File: src/rtl/ultrasonic_emergency_brake_unit_defines.svh
// assertion macros for the emergency brake unit
`ifndef ULTRASONIC_EMERGENCY_BRAKE_UNIT_DEFINES_SVH
`define ULTRASONIC_EMERGENCY_BRAKE_UNIT_DEFINES_SVH

// same-cycle implication, checked outside reset
`define UEB_ASSERT_NOW(label, ante, cons, msg) \
    label: assert property (@(posedge i_clk) disable iff (!i_rst_n) (ante) |-> (cons)) \
        else $error(msg);

// next-cycle implication, checked outside reset
`define UEB_ASSERT_NEXT(label, ante, cons, msg) \
    label: assert property (@(posedge i_clk) disable iff (!i_rst_n) (ante) |=> (cons)) \
        else $error(msg);

`endif

File: src/rtl/ueb_pkg.sv
// shared types, constants and the sector table of the emergency brake unit
package ueb_pkg;

    localparam int HISTORY_DEPTH = 3;
    localparam int SUM_W         = $clog2(HISTORY_DEPTH + 1);
    localparam int NUM_LANES     = 8;
    localparam int NUM_FRONT     = 5;

    localparam logic [15:0]        NEAR_LIMIT = 16'd13;
    localparam logic [15:0]        BASE_RESET = 16'd128;
    localparam logic signed [15:0] STOP_RESET = 16'sd90;

    localparam logic REG_BASE = 1'b0;
    localparam logic REG_STOP = 1'b1;

    localparam logic [3:0] SECTOR_NONE       = 4'd0;
    localparam logic [3:0] SECTOR_FWD_LEFT   = 4'd1;
    localparam logic [3:0] SECTOR_FWD_CLEFT  = 4'd2;
    localparam logic [3:0] SECTOR_FWD_CENTER = 4'd3;
    localparam logic [3:0] SECTOR_FWD_CRIGHT = 4'd4;
    localparam logic [3:0] SECTOR_FWD_RIGHT  = 4'd5;
    localparam logic [3:0] SECTOR_REV_LEFT   = 4'd6;
    localparam logic [3:0] SECTOR_REV_CENTER = 4'd7;
    localparam logic [3:0] SECTOR_REV_RIGHT  = 4'd8;

    localparam logic [7:0] ANGLE_FWD_LEFT_END  = 8'd65;
    localparam logic [7:0] ANGLE_CENTER_LO     = 8'd80;
    localparam logic [7:0] ANGLE_CENTER_HI     = 8'd100;
    localparam logic [7:0] ANGLE_FWD_CRIGHT_HI = 8'd115;
    localparam logic [7:0] ANGLE_REV_LEFT_END  = 8'd75;
    localparam logic [7:0] ANGLE_REV_RIGHT_LO  = 8'd105;

    typedef enum logic [2:0] {
        OP_SPEED   = 3'd0,
        OP_ANGLE   = 3'd1,
        OP_FRAME   = 3'd2,
        OP_COMMAND = 3'd3,
        OP_ENABLE  = 3'd4,
        OP_DISABLE = 3'd5
    } t_op;

    typedef enum logic [1:0] {
        KIND_KEEP   = 2'd0,
        KIND_FULL   = 2'd1,
        KIND_THIRTY = 2'd2,
        KIND_NEAR   = 2'd3
    } t_kind;

    typedef struct packed {
        logic               speed_valid;
        logic signed [15:0] speed_out;
        logic               status_valid;
        logic               braking;
    } t_result;

    // threshold kind of a front lane for the current sector
    function automatic t_kind front_kind(input logic [3:0] sec, input logic [2:0] lane);
        t_kind k;
        k = KIND_KEEP;
        case (sec)
            SECTOR_FWD_LEFT: begin
                case (lane)
                    3'd0:    k = KIND_FULL;
                    3'd1:    k = KIND_THIRTY;
                    default: k = KIND_KEEP;
                endcase
            end
            SECTOR_FWD_CLEFT: begin
                case (lane)
                    3'd0:    k = KIND_THIRTY;
                    3'd1:    k = KIND_FULL;
                    3'd2:    k = KIND_THIRTY;
                    default: k = KIND_KEEP;
                endcase
            end
            SECTOR_FWD_CENTER: begin
                case (lane)
                    3'd0:    k = KIND_NEAR;
                    3'd1:    k = KIND_THIRTY;
                    3'd2:    k = KIND_FULL;
                    3'd3:    k = KIND_THIRTY;
                    3'd4:    k = KIND_NEAR;
                    default: k = KIND_KEEP;
                endcase
            end
            SECTOR_FWD_CRIGHT: begin
                case (lane)
                    3'd2:    k = KIND_THIRTY;
                    3'd3:    k = KIND_FULL;
                    3'd4:    k = KIND_THIRTY;
                    default: k = KIND_KEEP;
                endcase
            end
            SECTOR_FWD_RIGHT: begin
                case (lane)
                    3'd3:    k = KIND_THIRTY;
                    3'd4:    k = KIND_FULL;
                    default: k = KIND_KEEP;
                endcase
            end
            default: k = KIND_KEEP;
        endcase
        return k;
    endfunction

endpackage

File: src/rtl/ultrasonic_emergency_brake_unit.sv
// top level of the ultrasonic emergency brake unit
// Takes one item per clock while input ready is high. Eight threshold lanes
// and the speed square (one 16x16 multiply with saturate and compare) resolve
// an item in the cycle it is accepted; a result, where there is one, is
// registered into a two-entry result queue that drives the output. Input
// ready drops only while that queue holds two undelivered results.
// Configuration is an APB port with base_min_distance at address 0 and
// stop_value at address 4. No clearing pass after reset.
`include "ultrasonic_emergency_brake_unit_defines.svh"
module ultrasonic_emergency_brake_unit import ueb_pkg::*; (
    input  logic               i_clk,
    input  logic               i_rst_n,
    input  logic               psel,
    input  logic               penable,
    input  logic               pwrite,
    input  logic [2:0]         paddr,
    input  logic [31:0]        pwdata,
    output logic [31:0]        prdata,
    output logic               pready,
    input  logic               i_valid,
    output logic               o_ready,
    input  logic [2:0]         i_op,
    input  logic signed [15:0] i_measured_speed,
    input  logic [7:0]         i_steer_angle,
    input  logic signed [15:0] i_speed_command,
    input  logic [15:0]        i_dist_front_left,
    input  logic [15:0]        i_dist_front_center_left,
    input  logic [15:0]        i_dist_front_center,
    input  logic [15:0]        i_dist_front_center_right,
    input  logic [15:0]        i_dist_front_right,
    input  logic [15:0]        i_dist_rear_left,
    input  logic [15:0]        i_dist_rear_center,
    input  logic [15:0]        i_dist_rear_right,
    output logic               o_valid,
    input  logic               i_ready,
    output logic               o_speed_valid,
    output logic signed [15:0] o_speed_out,
    output logic               o_status_valid,
    output logic               o_braking
);

    logic [15:0]        r_base_min;
    logic signed [15:0] r_stop_value;
    logic               r_active;
    logic [7:0]         r_sensor_flags;
    logic               r_moving_forward;
    logic [3:0]         r_sector;
    logic [15:0]        r_stop_distance;

    logic               w_accept;
    logic               w_cfg_write;
    t_op                w_op;
    logic               w_full;
    logic [15:0]        w_dist [NUM_LANES];
    logic [7:0]         w_lane_flag;
    logic               w_neg;
    logic [15:0]        w_mag;
    logic [31:0]        w_square;
    logic [15:0]        w_half;
    logic [15:0]        w_new_stop;
    logic [3:0]         w_new_sector;
    logic               w_decision;
    logic               w_cmd;
    logic               w_disable;
    logic               w_res_valid;
    t_result            w_res;
    t_result            w_out;

    assign pready      = 1'b1;
    assign w_cfg_write = psel && penable && pwrite && pready;
    assign w_accept    = i_valid && o_ready;
    assign o_ready     = !w_full;
    assign w_op        = t_op'(i_op);

    always_comb begin
        case (paddr[2])
            REG_BASE: prdata = {16'd0, r_base_min};
            REG_STOP: prdata = {{16{r_stop_value[15]}}, r_stop_value};
            default:  prdata = '0;
        endcase
    end

    // stop distance from the speed: max(base, v*v/512), saturated
    assign w_neg      = i_measured_speed[15];
    assign w_mag      = w_neg ? 16'(-i_measured_speed) : 16'(i_measured_speed);
    assign w_square   = w_mag * w_mag;
    assign w_half     = (|w_square[31:25]) ? 16'hFFFF : w_square[24:9];
    assign w_new_stop = (w_half < r_base_min) ? r_base_min : w_half;

    // sector; backward gaps keep the old one
    always_comb begin
        w_new_sector = r_sector;
        if (r_moving_forward) begin
            if (i_steer_angle < ANGLE_FWD_LEFT_END) begin
                w_new_sector = SECTOR_FWD_LEFT;
            end else if (i_steer_angle < ANGLE_CENTER_LO) begin
                w_new_sector = SECTOR_FWD_CLEFT;
            end else if (i_steer_angle <= ANGLE_CENTER_HI) begin
                w_new_sector = SECTOR_FWD_CENTER;
            end else if (i_steer_angle <= ANGLE_FWD_CRIGHT_HI) begin
                w_new_sector = SECTOR_FWD_CRIGHT;
            end else begin
                w_new_sector = SECTOR_FWD_RIGHT;
            end
        end else begin
            if (i_steer_angle < ANGLE_REV_LEFT_END) begin
                w_new_sector = SECTOR_REV_LEFT;
            end else if (i_steer_angle inside {[ANGLE_CENTER_LO:ANGLE_CENTER_HI]}) begin
                w_new_sector = SECTOR_REV_CENTER;
            end else if (i_steer_angle > ANGLE_REV_RIGHT_LO) begin
                w_new_sector = SECTOR_REV_RIGHT;
            end
        end
    end

    assign w_dist[0] = i_dist_front_left;
    assign w_dist[1] = i_dist_front_center_left;
    assign w_dist[2] = i_dist_front_center;
    assign w_dist[3] = i_dist_front_center_right;
    assign w_dist[4] = i_dist_front_right;
    assign w_dist[5] = i_dist_rear_left;
    assign w_dist[6] = i_dist_rear_center;
    assign w_dist[7] = i_dist_rear_right;

    for (genvar g = 0; g < NUM_LANES; g++) begin : g_lane
        t_kind w_kind;
        assign w_kind = (g < NUM_FRONT) ? front_kind(r_sector, 3'(g)) : KIND_FULL;
        ueb_lane u_lane (
            .i_kind      (w_kind),
            .i_dist      (w_dist[g]),
            .i_stop_dist (r_stop_distance),
            .i_flag      (r_sensor_flags[g]),
            .o_flag      (w_lane_flag[g])
        );
    end

    assign w_decision = ((|r_sensor_flags[NUM_FRONT-1:0]) && r_moving_forward) ||
                        ((|r_sensor_flags[NUM_LANES-1:NUM_FRONT]) && !r_moving_forward);
    assign w_cmd      = w_accept && r_active && (w_op == OP_COMMAND);
    assign w_disable  = w_accept && (w_op == OP_DISABLE);

    ueb_decide u_decide (
        .i_clk           (i_clk),
        .i_rst_n         (i_rst_n),
        .i_cmd           (w_cmd),
        .i_disable       (w_disable),
        .i_decision      (w_decision),
        .i_speed_command (i_speed_command),
        .i_stop_value    (r_stop_value),
        .o_result_valid  (w_res_valid),
        .o_result        (w_res)
    );

    ueb_out_buf u_out_buf (
        .i_clk   (i_clk),
        .i_rst_n (i_rst_n),
        .i_push  (w_res_valid),
        .i_data  (w_res),
        .o_full  (w_full),
        .o_valid (o_valid),
        .i_ready (i_ready),
        .o_data  (w_out)
    );

    assign o_speed_valid  = w_out.speed_valid;
    assign o_speed_out    = w_out.speed_out;
    assign o_status_valid = w_out.status_valid;
    assign o_braking      = w_out.braking;

    always_ff @(posedge i_clk) begin
        if (!i_rst_n) begin
            r_base_min       <= BASE_RESET;
            r_stop_value     <= STOP_RESET;
            r_active         <= 1'b1;
            r_sensor_flags   <= '0;
            r_moving_forward <= 1'b1;
            r_sector         <= SECTOR_FWD_CENTER;
            r_stop_distance  <= BASE_RESET;
        end else begin
            if (w_cfg_write) begin
                case (paddr[2])
                    REG_BASE: r_base_min   <= pwdata[15:0];
                    REG_STOP: r_stop_value <= pwdata[15:0];
                    default:  r_base_min   <= r_base_min;
                endcase
            end
            if (w_accept) begin
                case (w_op)
                    OP_SPEED: begin
                        if (r_active) begin
                            r_stop_distance <= w_new_stop;
                            if (r_sensor_flags == '0) begin
                                r_moving_forward <= !w_neg;
                            end
                        end
                    end
                    OP_ANGLE: begin
                        if (r_active) begin
                            r_sector <= w_new_sector;
                        end
                    end
                    OP_FRAME: begin
                        if (r_active) begin
                            r_sensor_flags <= w_lane_flag;
                        end
                    end
                    OP_ENABLE: begin
                        r_active <= 1'b1;
                    end
                    OP_DISABLE: begin
                        r_active         <= 1'b0;
                        r_sensor_flags   <= '0;
                        r_moving_forward <= 1'b1;
                    end
                    default: begin
                        r_active <= r_active;
                    end
                endcase
            end
        end
    end

    `UEB_ASSERT_NEXT(a_disable_gives_result, w_disable, o_valid, "disable item left no result")
    `UEB_ASSERT_NOW(a_idle_flags_clear, !r_active, r_sensor_flags == '0, "flags set while guard off")
    `UEB_ASSERT_NEXT(a_idle_flags_hold, w_accept && !r_active && w_op != OP_DISABLE, $stable(r_sensor_flags), "flags moved while guard off")
    `UEB_ASSERT_NOW(a_brake_sends_speed, o_valid && o_braking, o_speed_valid, "braking result without speed")

endmodule

File: src/rtl/ueb_lane.sv
// one sensor lane: compares a distance with the selected threshold, or keeps its old flag
module ueb_lane import ueb_pkg::*; (
    input  t_kind       i_kind,
    input  logic [15:0] i_dist,
    input  logic [15:0] i_stop_dist,
    input  logic        i_flag,
    output logic        o_flag
);

    logic [19:0] w_dist_x10;
    logic [19:0] w_stop_x3;
    logic        w_hit;

    assign w_dist_x10 = ({4'd0, i_dist} << 3) + ({4'd0, i_dist} << 1);
    assign w_stop_x3  = ({4'd0, i_stop_dist} << 1) + {4'd0, i_stop_dist};

    always_comb begin
        case (i_kind)
            KIND_FULL:   w_hit = i_dist < i_stop_dist;
            KIND_THIRTY: w_hit = w_dist_x10 < w_stop_x3;
            KIND_NEAR:   w_hit = i_dist < NEAR_LIMIT;
            default:     w_hit = i_flag;
        endcase
    end

    assign o_flag = w_hit;

endmodule

File: src/rtl/ueb_decide.sv
// merging stage: decision history, brake latch and result forming
module ueb_decide import ueb_pkg::*; (
    input  logic               i_clk,
    input  logic               i_rst_n,
    input  logic               i_cmd,
    input  logic               i_disable,
    input  logic               i_decision,
    input  logic signed [15:0] i_speed_command,
    input  logic signed [15:0] i_stop_value,
    output logic               o_result_valid,
    output t_result            o_result
);

    logic [HISTORY_DEPTH-1:0] r_history;
    logic [HISTORY_DEPTH-1:0] n_history;
    logic                     r_latched;
    logic                     n_latched;
    logic [HISTORY_DEPTH:0]   w_shifted;
    logic [SUM_W-1:0]         w_sum;

    assign w_shifted = {r_history, i_decision};

    always_comb begin
        w_sum = '0;
        for (int k = 0; k < HISTORY_DEPTH; k++) begin
            w_sum = w_sum + SUM_W'(w_shifted[k]);
        end
    end

    always_comb begin
        n_history      = r_history;
        n_latched      = r_latched;
        o_result_valid = 1'b0;
        o_result       = '0;
        if (i_disable) begin
            n_history             = '0;
            n_latched             = 1'b0;
            o_result_valid        = 1'b1;
            o_result.status_valid = 1'b1;
        end else if (i_cmd) begin
            n_history = w_shifted[HISTORY_DEPTH-1:0];
            if ((w_sum == SUM_W'(1) && !r_latched) || (w_sum != '0 && r_latched)) begin
                n_latched            = 1'b1;
                o_result_valid       = 1'b1;
                o_result.speed_valid = 1'b1;
                o_result.speed_out   = i_stop_value;
            end else if ((w_sum == '0 && r_latched) ||
                         (w_sum < SUM_W'(HISTORY_DEPTH) && !r_latched)) begin
                n_latched            = 1'b0;
                o_result_valid       = 1'b1;
                o_result.speed_valid = 1'b1;
                o_result.speed_out   = i_speed_command;
            end
            o_result.status_valid = n_latched != r_latched;
            o_result.braking      = n_latched;
        end
    end

    always_ff @(posedge i_clk) begin
        if (!i_rst_n) begin
            r_history <= '0;
            r_latched <= 1'b0;
        end else begin
            r_history <= n_history;
            r_latched <= n_latched;
        end
    end

endmodule

File: src/rtl/ueb_out_buf.sv
// two-entry result queue between the core and the output channel
module ueb_out_buf import ueb_pkg::*; (
    input  logic    i_clk,
    input  logic    i_rst_n,
    input  logic    i_push,
    input  t_result i_data,
    output logic    o_full,
    output logic    o_valid,
    input  logic    i_ready,
    output t_result o_data
);

    t_result    r_q0;
    t_result    r_q1;
    logic [1:0] r_cnt;
    logic [1:0] n_cnt;
    logic       w_pop;
    logic [1:0] w_slot;

    assign w_pop   = (r_cnt != 2'd0) && i_ready;
    assign w_slot  = r_cnt - {1'b0, w_pop};
    assign n_cnt   = w_slot + {1'b0, i_push};
    assign o_full  = r_cnt == 2'd2;
    assign o_valid = r_cnt != 2'd0;
    assign o_data  = r_q0;

    always_ff @(posedge i_clk) begin
        if (!i_rst_n) begin
            r_cnt <= 2'd0;
        end else begin
            r_cnt <= n_cnt;
        end
    end

    // a push into slot zero overrides the shift
    always_ff @(posedge i_clk) begin
        if (i_push && (w_slot == 2'd0)) begin
            r_q0 <= i_data;
        end else if (w_pop) begin
            r_q0 <= r_q1;
        end
        if (i_push && (w_slot != 2'd0)) begin
            r_q1 <= i_data;
        end
    end

endmodule
File: config.mk
export PLATFORM = sky130hd
export DESIGN_NAME = ultrasonic_emergency_brake_unit
export DESIGN_NICKNAME = d
export VERILOG_FILES = /design/src/rtl/ueb_pkg.sv /design/src/rtl/ultrasonic_emergency_brake_unit.sv /design/src/rtl/ueb_lane.sv /design/src/rtl/ueb_decide.sv /design/src/rtl/ueb_out_buf.sv
export VERILOG_INCLUDE_DIRS = /design/src /design/src/rtl
export SDC_FILE = /design/constraint.sdc
export NUM_CORES = 1
export LEC_CHECK = 0
export ABC_AREA = 1
export BUFFER_PORTS_ARGS = -buffer_cell sky130_fd_sc_hd__buf_4
export CORE_UTILIZATION = 35
export DETAILED_ROUTE_END_ITERATION = 6
export PLACE_DENSITY = 0.64
export RECOVER_POWER = 100
export SETUP_SLACK_MARGIN = 0.5
export SYNTH_ARGS = -nofsm -noshare
export SYNTH_HDL_FRONTEND = slang
export SYNTH_SLANG_ARGS = --single-unit
File: constraint.sdc
create_clock -name i_clk -period 17.1 [get_ports i_clk]
set_clock_uncertainty 0.05 [all_clocks]
set_input_delay 3.42 -clock i_clk [delete_from_list [all_inputs] [get_ports i_clk]]
set_output_delay 3.42 -clock i_clk [all_outputs]
set_load 0.05 [all_outputs]
==> results.toml <==
[worst_setup_path]
critical-path-slowest-cell = "sky130_fd_sc_hd__o221a_1"
critPathLaunch = "i_measured_speed[0]"
end_kind = "register"
critical_path_required_ps = 17330
library_cell_appearing_most_often_on_the_critical_path = "sky130_fd_sc_hd__nand2_1"
crit_path_max_incr_delay_ps = 580
crit_type = "in2reg"
reg2reg_depth = 26
worst_r2r_endpoint = "r_sensor_flags[1]"
ff2ff_setup_slack_ps = 12450
worstReg2RegStart = "r_stop_distance[1]"
crit_arrival_ps = 13830
timing.critical_path.from_type = "input pin"
cp_max_fo = 17

[power_and_ir_drop]
cell_area_power_density_nw_per_um2 = 150
power.static_leakage_uw = 0.0118
intPower_uw = 1520
clock_power_share_pct = 6.0
power.share.sequential_pct = 8.7
swShare_pct = 57.5
sw_power_uw = 2050
vdd.ir_drop.worst_v = 0.000194
combPwrFrac_pct = 85.3

[logic_synthesis]
yosysTopAreaCell = "sky130_fd_sc_hd__ha_1"
synth_enable_flop_cells = 38
synth_seq_cells = 105
postSynthCellCount = 2843
synth-async-reset-ratio_pct = 0
avgSynthCellArea_um2 = 7.46
netlist_top_cells_count = "484 x sky130_fd_sc_hd__nand2_1, 477 x sky130_fd_sc_hd__inv_1, 408 x sky130_fd_sc_hd__ha_1, 256 x sky130_fd_sc_hd__a21oi_1, 237 x sky130_fd_sc_hd__nor2_1"
synth.top_cells.by_area = "sky130_fd_sc_hd__ha_1 24%, sky130_fd_sc_hd__fa_1 16%, sky130_fd_sc_hd__nand2_1 8.6%, sky130_fd_sc_hd__inv_1 8.4%, sky130_fd_sc_hd__dfxtp_1 6.3%"
post-synth-top-area-fraction_pct = 24.1
synth_seq_area_share_pct = 11.7
synth_top_flop_cell = "sky130_fd_sc_hd__dfxtp_1"
yosys.cell_types.count = 58
mappedNetlistArea_um2 = 21200
yosysWarnings = 0
yosys.cell_count.top_type = "sky130_fd_sc_hd__nand2_1"

[sta]
finalSetupViolations = 0
hold_viol = 0
setup_ws_ps = 3500
actual_transition_at_the_worst_max_transition_pin_ps = 1910
finalWorstPathRequiredPeriod_ps = 13600
period_share_pct = 79.6
achievable-frequency_mhz = 73.5
slew_headroom_pct = -27.6
drv_slew = 20
totalNegativeSetupSlack_ps = 0
rsz0062_at_grt = "no"

[placement]
placed_wire_length_estimate_after_detailed_placement_mm = 51.6
gp_routability_congestion = 0.910
io_buffer_count = 247
placement_stage_worst_setup_slack_ps = 3950
numPlacedInstances = 3816

[floorplan]
die_width_um = 248
row_count = 89
initial_utilization_pct = 35.7
fp.dieArea_um2 = 61600
pin_count = 267
core_area_um2 = 59500
chipHeight_um = 248

[clocking]
cts_setup_buffers = 0
clkSinkCount = 105
clockBufferDepth = 2
post_cts_resized = 0
clk_latency_ps = 360
clock_tree_from_tritoncts = "built"
cts-root-buf = "sky130_fd_sc_hd__clkbuf_16"
htree_num_levels = 3
worst_setup_hold_path_clk_slew_ps = 70
holdBufCountCts = 0
numCtsBuffers = 9

[global_route]
grt_pass1_vias = 18875
global_route_wire_length_before_repair_mm = 95.9
grt_start_max_net_pins = 38
grt_remaining_overflow = 0
globalRouteTotalUtil_pct = 19.6
grt_antenna_before_repair = 3

[final_layout]
fillCellCount = 6372
post_route_cells_drive_above_1_share_pct = 7.91
final_util_pct = 40.1
syn2layout_area_growth_pct = 12.4
finish.net_count = 3846
final-instance-count-excl-fill = 3834

[hold_path]
worst_hold_path.num_cells = 2
min_to = "r_sensor_flags[6]"
worstHoldPathType = "reg2reg"
holdCritStartpoint = "r_sensor_flags[6]"

[outcome]
outcome = "complete, but fails checks"
violated_checks = "max-capacitance violations, max-slew violations"

[route]
postRouteWirelength_mm = 60.4
ant_nets = 0
post-route-drc-count = 0
first_iter_violations = 1024
avgViaCountPerCell = 5.07
wl_per_cell_um = 15.7
via_count = 19456
first_drt_pass_iteration_count = 5

[run]
drv_cap = 1
kinds of logic (layout without fill, tap and decap cells):
| kind of cell | Yosys count | count (layout) | share of synthesized area [%] |
|---|---|---|---|
| other cells | 2 | 14 | 0.0354 |
| compound gates | 538 | 538 | 14.5 |
| xor+xnor | 100 | 100 | 4.13 |
| fa+ha+maj | 579 | 579 | 40.2 |
| buf+inv | 553 | 759 | 10.1 |
| simple gates | 966 | 966 | 19.3 |
| flops | 105 | 105 | 11.7 |
layout make-up:
class                      count  area (um2)  area share (%)
antenna                        2        5.00          0.0210
sequential                   105        2480            10.4
inverter                     492        1850            7.74
clock inverter                 6        71.3           0.299
timing repair buffer         251        1650            6.91
multi-input combinational   2195       16600            69.6
tap                          773         967            4.06
clock buffer                  10         229           0.960
worst max-delay path, delay by kind of cell:
| family | cells | cell delay [ps] |
|---|---|---|
| and+or+nand+nor | 21 | 3330 |
| adders and majority gates | 9 | 3760 |
| buffers and inverters | 11 | 1670 |
| AOI/OAI and AO/OA | 6 | 1600 |
per-layer routing:
metal | global-route usage [%] | wire (um) | share of wire (%) | vias to the layer above
li1 | - | - | - | 9830
met1 | 26.3 | 27700 | 46 | 9150
met2 | 33.8 | 28500 | 47 | 414
met3 | 2.23 | 2980 | 4.9 | 60
met4 | 3.57 | 1160 | 1.9 | 2
met5 | 0 | 13 | 0.022 | -
cells in the final DEF (no fill, tap or decap), types with 3 or more instances in the layout:
cell type / instances
sky130_fd_sc_hd__conb_1: 12
sky130_fd_sc_hd__o31ai_1: 5
sky130_fd_sc_hd__a21boi_0: 5
sky130_fd_sc_hd__xor2_1: 83
sky130_fd_sc_hd__o21ai_1: 10
sky130_fd_sc_hd__a21o_1: 20
sky130_fd_sc_hd__clkbuf_4: 3
sky130_fd_sc_hd__ha_1: 408
sky130_fd_sc_hd__xnor2_1: 17
sky130_fd_sc_hd__fa_1: 171
sky130_fd_sc_hd__o221ai_1: 6
sky130_fd_sc_hd__clkinv_1: 5
sky130_fd_sc_hd__a31oi_1: 7
sky130_fd_sc_hd__a21oi_1: 256
sky130_fd_sc_hd__nor2_1: 239
sky130_fd_sc_hd__nor3_1: 27
sky130_fd_sc_hd__buf_4: 185
sky130_fd_sc_hd__nand3b_1: 8
sky130_fd_sc_hd__a2111oi_0: 6
sky130_fd_sc_hd__nand4_1: 34
sky130_fd_sc_hd__inv_2: 10
sky130_fd_sc_hd__o21a_1: 12
sky130_fd_sc_hd__nor4_1: 16
sky130_fd_sc_hd__a211oi_1: 14
sky130_fd_sc_hd__nand2_2: 11
sky130_fd_sc_hd__clkbuf_16: 9
sky130_fd_sc_hd__o2111ai_1: 5
sky130_fd_sc_hd__clkbuf_1: 64
sky130_fd_sc_hd__o21ai_0: 136
sky130_fd_sc_hd__o21bai_1: 20
sky130_fd_sc_hd__dfxtp_1: 67
sky130_fd_sc_hd__or2_2: 8
sky130_fd_sc_hd__o211ai_1: 24
sky130_fd_sc_hd__inv_1: 477
sky130_fd_sc_hd__nand2_1: 486
sky130_fd_sc_hd__nand3_1: 123
sky130_fd_sc_hd__edfxtp_1: 38
sky130_fd_sc_hd__or4_1: 3
flip-flops by register name, summed over array words and instances, names as in the netlist:
name	flops
u_decide.r_history	2
r_active	1
r_stop_value	16
u_decide.r_latched	1
r_base_min	16
u_out_buf.r_cnt	2
u_out_buf.o_data	19
r_moving_forward	1
u_out_buf.r_q1	19
r_sensor_flags	8
r_sector	4
r_stop_distance	16
through the flow:
stage	total power, uW	cell area (um2)	hold slack, ps
2_1_floorplan	2610	21300	383
3_3_place_gp	3370	23800	400
3_5_place_dp	3380	23800	400
4_1_cts	3620	24100	410
5_1_grt	4010	23800	451
6_report	3570	23900	412
power by group through the flow:
stage	registers, uW	logic (uW)	clock network [uW]
after floorplan	363	2240	0
after global placement	316	3050	0
after detailed placement	317	3060	0
after CTS	311	3090	220
after global routing	314	3470	229
final	311	3040	215
worst max-delay path by stage:
stage | to | slack (ps) | cells after the start
4_1_cts | r_stop_distance[4] | 4310 | 46
5_1_grt | r_stop_distance[5] | 2520 | 47
6_report | r_stop_distance[3] | 3500 | 47
2_1_floorplan | r_stop_distance[0] | 5290 | 47
3_5_place_dp | r_stop_distance[4] | 3950 | 46
3_3_place_gp | r_stop_distance[3] | 3980 | 45
No activity file was read; power rests on OpenSTA's default activity.
